--- src/sv/lru_pkg.sv ---
//------------------------------------------------------------------------------
// lru_pkg
// Shared types and constants for the LRU page replacement MMU.
//------------------------------------------------------------------------------
package lru_pkg;

   localparam int unsigned REQ_ADDR_W = 32;
   localparam int unsigned CNT_W      = 32;

   typedef enum logic [1:0] {
      CSR_PAGE_OFFSET_BITS = 2'd0,
      CSR_PAGES_IN_USE     = 2'd1,
      CSR_FRAMES_IN_USE    = 2'd2
   } csr_index_type;

   typedef enum logic [1:0] {
      OUT_HIT     = 2'd0,
      OUT_FREE    = 2'd1,
      OUT_REPLACE = 2'd2,
      OUT_ILLEGAL = 2'd3
   } outcome_type;

   typedef enum logic [3:0] {
      ST_IDLE,
      ST_LOOKUP,
      ST_SCAN_OWNER,
      ST_SCAN_STAMP,
      ST_SCAN_DRAIN,
      ST_VICTIM_OWNER,
      ST_VICTIM_WAIT,
      ST_COMMIT,
      ST_FINISH,
      ST_RESPOND
   } state_type;

   typedef struct packed {
      logic        cmd;
      logic [31:0] virtual_address;
   } req_type;

   typedef struct packed {
      logic [1:0]  outcome;
      logic [31:0] physical_address;
      logic [5:0]  frame_used;
      logic [7:0]  evicted_page;
      logic        writeback_needed;
      logic [31:0] fault_total;
      logic [31:0] illegal_total;
      logic [31:0] read_total;
      logic [31:0] write_total;
      logic [31:0] writeback_total;
   } rsp_type;

   // controller to datapath
   typedef struct packed {
      logic capture;    // latch request and decode
      logic scan_start; // reset scan index and best
      logic owner_rd;   // issue owner read at scan index
      logic stamp_rd;   // issue stamp read for owner data
      logic compare;    // compare stamp against best
      logic scan_next;  // bump scan index
      logic victim_rd;  // read owner of best frame
      logic victim_pg;  // latch victim page
      logic commit;     // apply state updates
      logic finish;     // build response
   } ctl_type;

   // datapath to controller
   typedef struct packed {
      logic illegal;
      logic present;
      logic has_free;
      logic scan_last;
   } sts_type;

endpackage

--- src/sv/lru_control.sv ---
//------------------------------------------------------------------------------
// lru_control
// Sequencer for lookup, victim scan, update and response handshake.
//------------------------------------------------------------------------------
module lru_control
   import lru_pkg::*;
(
   input  logic    clock,
   input  logic    reset,
   input  logic    req_valid,
   output logic    req_ready,
   output logic    rsp_valid,
   input  logic    rsp_ready,
   input  sts_type sts,
   output ctl_type ctl
);

   state_type state_ff, state_in;
   logic      cmp_ff;

   // next state
   always_comb begin
      state_in = state_ff;
      case (state_ff)
         ST_IDLE:   if (req_valid) state_in = ST_LOOKUP;
         ST_LOOKUP: begin
            if (sts.illegal || sts.present || sts.has_free) state_in = ST_COMMIT;
            else state_in = ST_SCAN_OWNER;
         end
         ST_SCAN_OWNER: state_in = ST_SCAN_STAMP;
         ST_SCAN_STAMP: state_in = sts.scan_last ? ST_SCAN_DRAIN : ST_SCAN_OWNER;
         ST_SCAN_DRAIN: state_in = ST_VICTIM_OWNER;
         ST_VICTIM_OWNER: state_in = ST_VICTIM_WAIT;
         ST_VICTIM_WAIT:  state_in = ST_COMMIT;
         ST_COMMIT: state_in = ST_FINISH;
         ST_FINISH: state_in = ST_RESPOND;
         ST_RESPOND: begin
            if (rsp_ready) state_in = req_valid ? ST_LOOKUP : ST_IDLE;
         end
         default: state_in = ST_IDLE;
      endcase
   end

   // outputs
   always_comb begin
      ctl       = '0;
      req_ready = 1'b0;
      rsp_valid = 1'b0;
      // compare is asserted in the cycle after the stamp read
      ctl.compare = cmp_ff;
      case (state_ff)
         ST_IDLE: begin
            req_ready   = 1'b1;
            ctl.capture = req_valid;
         end
         ST_LOOKUP:     ctl.scan_start = 1'b1;
         ST_SCAN_OWNER: ctl.owner_rd = 1'b1;
         ST_SCAN_STAMP: begin
            ctl.stamp_rd  = 1'b1;
            ctl.scan_next = 1'b1;
         end
         ST_VICTIM_OWNER: ctl.victim_rd = 1'b1;
         ST_VICTIM_WAIT:  ctl.victim_pg = 1'b1;
         ST_COMMIT:  ctl.commit = 1'b1;
         ST_FINISH:  ctl.finish = 1'b1;
         ST_RESPOND: begin
            rsp_valid   = 1'b1;
            req_ready   = rsp_ready;
            ctl.capture = rsp_ready & req_valid;
         end
         default: ;
      endcase
   end

   // compare strobe in the cycle after each stamp read
   always_ff @(posedge clock) begin
      if (reset) cmp_ff <= 1'b0;
      else       cmp_ff <= (state_ff == ST_SCAN_STAMP);
   end

   always_ff @(posedge clock) begin
      if (reset) state_ff <= ST_IDLE;
      else       state_ff <= state_in;
   end

endmodule

--- config.mk ---
export PLATFORM = sky130hd
export DESIGN_NAME = lru_control
export DESIGN_NICKNAME = d
export VERILOG_FILES = /design/src/sv/lru_pkg.sv /design/src/sv/lru_control.sv
export SDC_FILE = /design/constraint.sdc
export NUM_CORES = 1
export LEC_CHECK = 0
export ABC_AREA = 0
export BUFFER_PORTS_ARGS = -buffer_cell sky130_fd_sc_hd__buf_2
export CORE_AREA = 2 2 39 41
export CTS_BUF_LIST = sky130_fd_sc_hd__clkbuf_8
export DETAILED_ROUTE_END_ITERATION = 7
export DIE_AREA = 0 0 41 43
export HOLD_SLACK_MARGIN = 0.02
export PLACE_DENSITY = 0.58
export SYNTH_ARGS = -nofsm -noshare
export SYNTH_HDL_FRONTEND = slang
export SYNTH_SLANG_ARGS = --single-unit
export TNS_END_PERCENT = 30
--- constraint.sdc ---
create_clock -name clock -period 2.1 [get_ports clock]
set_input_delay 0.315 -clock clock [delete_from_list [all_inputs] [get_ports clock]]
set_output_delay 0.315 -clock clock [all_outputs]
set_load 0.01 [all_outputs]
======== Yosys cells after proc, flatten, opt, wreduce, memory -nomap -nowiden ========
Index checks and enable logic that the tools add are counted.
storage, ports and cells
  register bits after elaboration ......... 5
  output and inout port bits .............. 12
cells by class
  bitwise operators ....................... 1
  eq/ne operators ......................... 11
  reduce and logical (&&, ||, !) cells .... 4
  muxes and demuxes ....................... 16
operators by type and width
  operator                                             number
  one-hot mux 4 bit (10 select lines)                  1
  equality test 4 x 3 -> 1 bit, second input constant  4
  2-to-1 mux 1 bit                                     9
  equality test 4 x 2 -> 1 bit, second input constant  2
  equality test 4 bit, second input constant           2
  2-to-1 mux 4 bit                                     2
  2-to-1 mux 3 bit                                     2
  equality test 4 x 1 -> 1 bit, second input constant  1
  logical NOT 4 bit                                    1
  inequality test 2 bit, second input constant         2
  one-hot mux 1 bit (2 select lines)                   2
  logical OR 1 bit                                     2
  AND reduction 2 bit                                  1
  AND 1 bit                                            1

======== Depth between registers and ports, before layout ========
  word-level depth ........................ 4
  mapped depth ............................ 4
  mapped depth without buffers ............ 3

======== Least setup slack after synthesis ========
OpenSTA, ideal clock, no wires.
  path type ............................... register to output
  start ................................... register state_ff[3]
  end ..................................... output ctl[6] (netlist name)
  cell stages (with the launch flop) ...... 5
  slack ................................... 0.691 ns
  data arrival time ....................... 1.094 ns
  required time ........................... 1.785 ns
  path through ............................ dfxtp_1 buf_6 or2_4 nor2_1 buf_4
RTL lines
  what                    line               source
  from (decl)             lru_control.sv:18  state_type state_ff, state_in;
  from (signal assigned)  lru_control.sv:83  else state_ff <= state_in;
  to (decl)               lru_control.sv:15  output ctl_type ctl

==> results.sh <==
export IMPL_status="finished, final reports clean"
export IMPL_rrSetupSlack_ns=0.74
export IMPL_cts_tree="yes"
export IMPL_r2r_start="state_ff[3]"
export IMPL_ys_warn_count=0
export IMPL_die_area_mm2=0.00176
export IMPL_vdd_drop_max_v=0.000506
export IMPL_ys_types=27
export IMPL_first_iter_violations=11
export IMPL_die_y_um=43
export IMPL_ant_nets=0
export IMPL_clockBufferDepth=2
export IMPL_drv_slew=0
export IMPL_grt_usage_pct=12.7
export IMPL_min_path_cells=2
export IMPL_ff2ff_path_depth=3
export IMPL_vias=442
export IMPL_period_share_pct=83.0
export IMPL_drcViolationCount=0
export IMPL_leakagePower_nw=0.263
export IMPL_yosysMostFrequentCell="nor2_1"
export IMPL_synth_avg_cell_area_um2=8.04
export IMPL_vias_per_cell=5.08
export IMPL_ys_seq_elements=5
export IMPL_wl_um=994
export IMPL_port_buffers=19
export IMPL_root_buffer="clkbuf_8"
export IMPL_cts_sinks=5
export IMPL_clk_pin_slew_ns=0.04
export IMPL_crit_start="state_ff[3]"
export IMPL_met3_usage_pct=1.57
export IMPL_fin_cells=87
export IMPL_clock_skew_ns=0.000626
export IMPL_postSynthCellCount=54
export IMPL_min_period_ns=1.74
export IMPL_yosys_most_used_dff="dfxtp_1"
export IMPL_hold_end="state_ff[2]"
export IMPL_tightest_slew_ns=0.457
export IMPL_syn_nets=62
export IMPL_grt_util_met2_pct=16.9
export IMPL_area_delta_synth_final_pct=24.8
export IMPL_grt_ovfl_total=0
export IMPL_grt_pass1_vias=382
export IMPL_htreeDepth=1
export IMPL_rows=14
export IMPL_clk_latency_ns=0.22
export IMPL_tns_ns=0
export IMPL_crit_path_start_kind="flip-flop"
export IMPL_cts_buffers_inserted=3
export IMPL_n_antenna_cell=0
export IMPL_synth_edf_count=0
export IMPL_power_density_mw_per_mm2=1480
export IMPL_cts_hold_buf=0
export IMPL_maxCapViolCount=0
export IMPL_top_usage_layer="met1"
export IMPL_cts_setup_buffers=0
export IMPL_die_w_um=41
export IMPL_final_hold_viol_count=0
export IMPL_nNetsFinal=80
export IMPL_async_reset_ff_share_pct=0
export IMPL_core_mm2=0.00138
export IMPL_dr_pass1_iters=4
export IMPL_post_cts_resized=0
export IMPL_grt_use_met1_pct=18.5
export IMPL_yosys_area_top_type="dfxtp_1"
export IMPL_pin_count=20
export IMPL_synth_cell_area_um2=434
export IMPL_grt_pass1_wl_um=1550
export IMPL_required_ns=1.78
export IMPL_dpl_hpwl_um=708
export IMPL_start_util_pct=31.4
export IMPL_wl_per_cell_um=11.4
export IMPL_critPathCaptureType="output port"
export IMPL_synth_area_leaders="dfxtp_1 23%, nor2_1 9.5%, buf_4 6.9%"
export IMPL_netlist_area_leader_share_pct=23.1
export IMPL_r2r_end="state_ff[3]"
export IMPL_hold_path_class="in2reg"
export IMPL_fmax_mhz=574
export IMPL_layout_drive_gt1_share_pct=39.4
export IMPL_seq_area_frac_synth_pct=23.1
export IMPL_dpl_cell_count=83
export IMPL_gp_congestion=0.710
export IMPL_synth_commonest_cells="11 x nor2_1, 5 x dfxtp_1, 4 x buf_4"
export IMPL_cp_max_fo=12
export IMPL_setup_viol=0
export IMPL_min_delay_start="reset"
export IMPL_cp_arrival_ns=1.43
export IMPL_antenna_found_initial=0
export IMPL_grt_max_degree=15
export IMPL_path_class="reg2out"
export IMPL_rsz0062_at_grt="no"
export IMPL_slew_headroom_pct=69.5
cell families (layout without fill, tap and decap cells):
kind of cell           after synthesis  count (layout)  synth area share (%)
AO/OA/AOI/OAI                        9               9                  17.0
buffers and inverters                8              25                  13.8
flip-flops                           5               5                  23.1
AND/OR/NAND/NOR                     32              32                  46.1
how the worst max path moves through the flow:
| stage | end | slack (ns) | depth (start not counted) |
|---|---|---|---|
| after CTS | ctl[9] | 0.36 | 4 |
| final | ctl[9] | 0.36 | 4 |
| after detailed placement | ctl[9] | 0.60 | 4 |
| after global placement | ctl[9] | 0.61 | 4 |
| after floorplan | ctl[6] | 0.69 | 4 |
| after global routing | ctl[9] | 0.27 | 4 |
sequential cells by signal, summed over array words and instances, names as in the netlist:
name,flops
state_ff,4
cmp_ff,1
through the flow:
step	setup WS (ns)	util (%)	total power [mW]	instance area (um^2)	hold WS (ns)
global placement	0.609	35.9	0.624	497	0.589
floorplan	0.691	-	0.564	434	0.384
global route	0.268	39.2	0.864	542	0.372
CTS	0.355	39.2	0.806	542	0.349
finish	0.357	39.2	0.800	542	0.356
detailed placement	0.598	35.9	0.627	497	0.579
report_power, final:
part | internal [mW] | total, mW | switching, mW | leakage, nW
Combinational | 0.204 | 0.382 | 0.178 | 0.195
Clock | 0.125 | 0.174 | 0.0482 | 0.0269
Sequential | 0.132 | 0.244 | 0.112 | 0.0412
Total | 0.462 | 0.800 | 0.338 | 0.263
cells in the final DEF, fill, tap and decap left out, types with 2 or more instances in the layout:
| master | count |
|---|---|
| nor3_1 | 3 |
| clkbuf_8 | 3 |
| dfxtp_1 | 5 |
| nor2_1 | 11 |
| nand2b_1 | 3 |
| nand2b_4 | 2 |
| nor4_1 | 3 |
| o21a_1 | 2 |
| inv_1 | 3 |
| buf_2 | 19 |
layer usage:
metal | vias to the layer above | part of all wire, % | routed length (um)
met5 | - | 0 | 0
met4 | 0 | 0 | 0
met3 | 0 | 6.5 | 65
met2 | 18 | 50 | 493
met1 | 200 | 44 | 435
li1 | 224 | - | -
critical path, stage by stage (launching register included):
cell	delay [ns]
dfxtp_1	0.59
and3_2	0.26
o21a_1	0.12
and2_1	0.11
buf_2	0.12
final cells by class:
class                           instances  area [um^2]
Clock buffer                            3         41.3
Clock inverter                          1         3.75
Fill cell                             149          842
Inverter                                2         7.51
Multi-Input combinational cell         41          274
Sequential cell                         5          100
Tap cell                               16         20.0
Timing Repair Buffer                   19         95.1
Note: power is estimated with default switching activity, not from simulation.
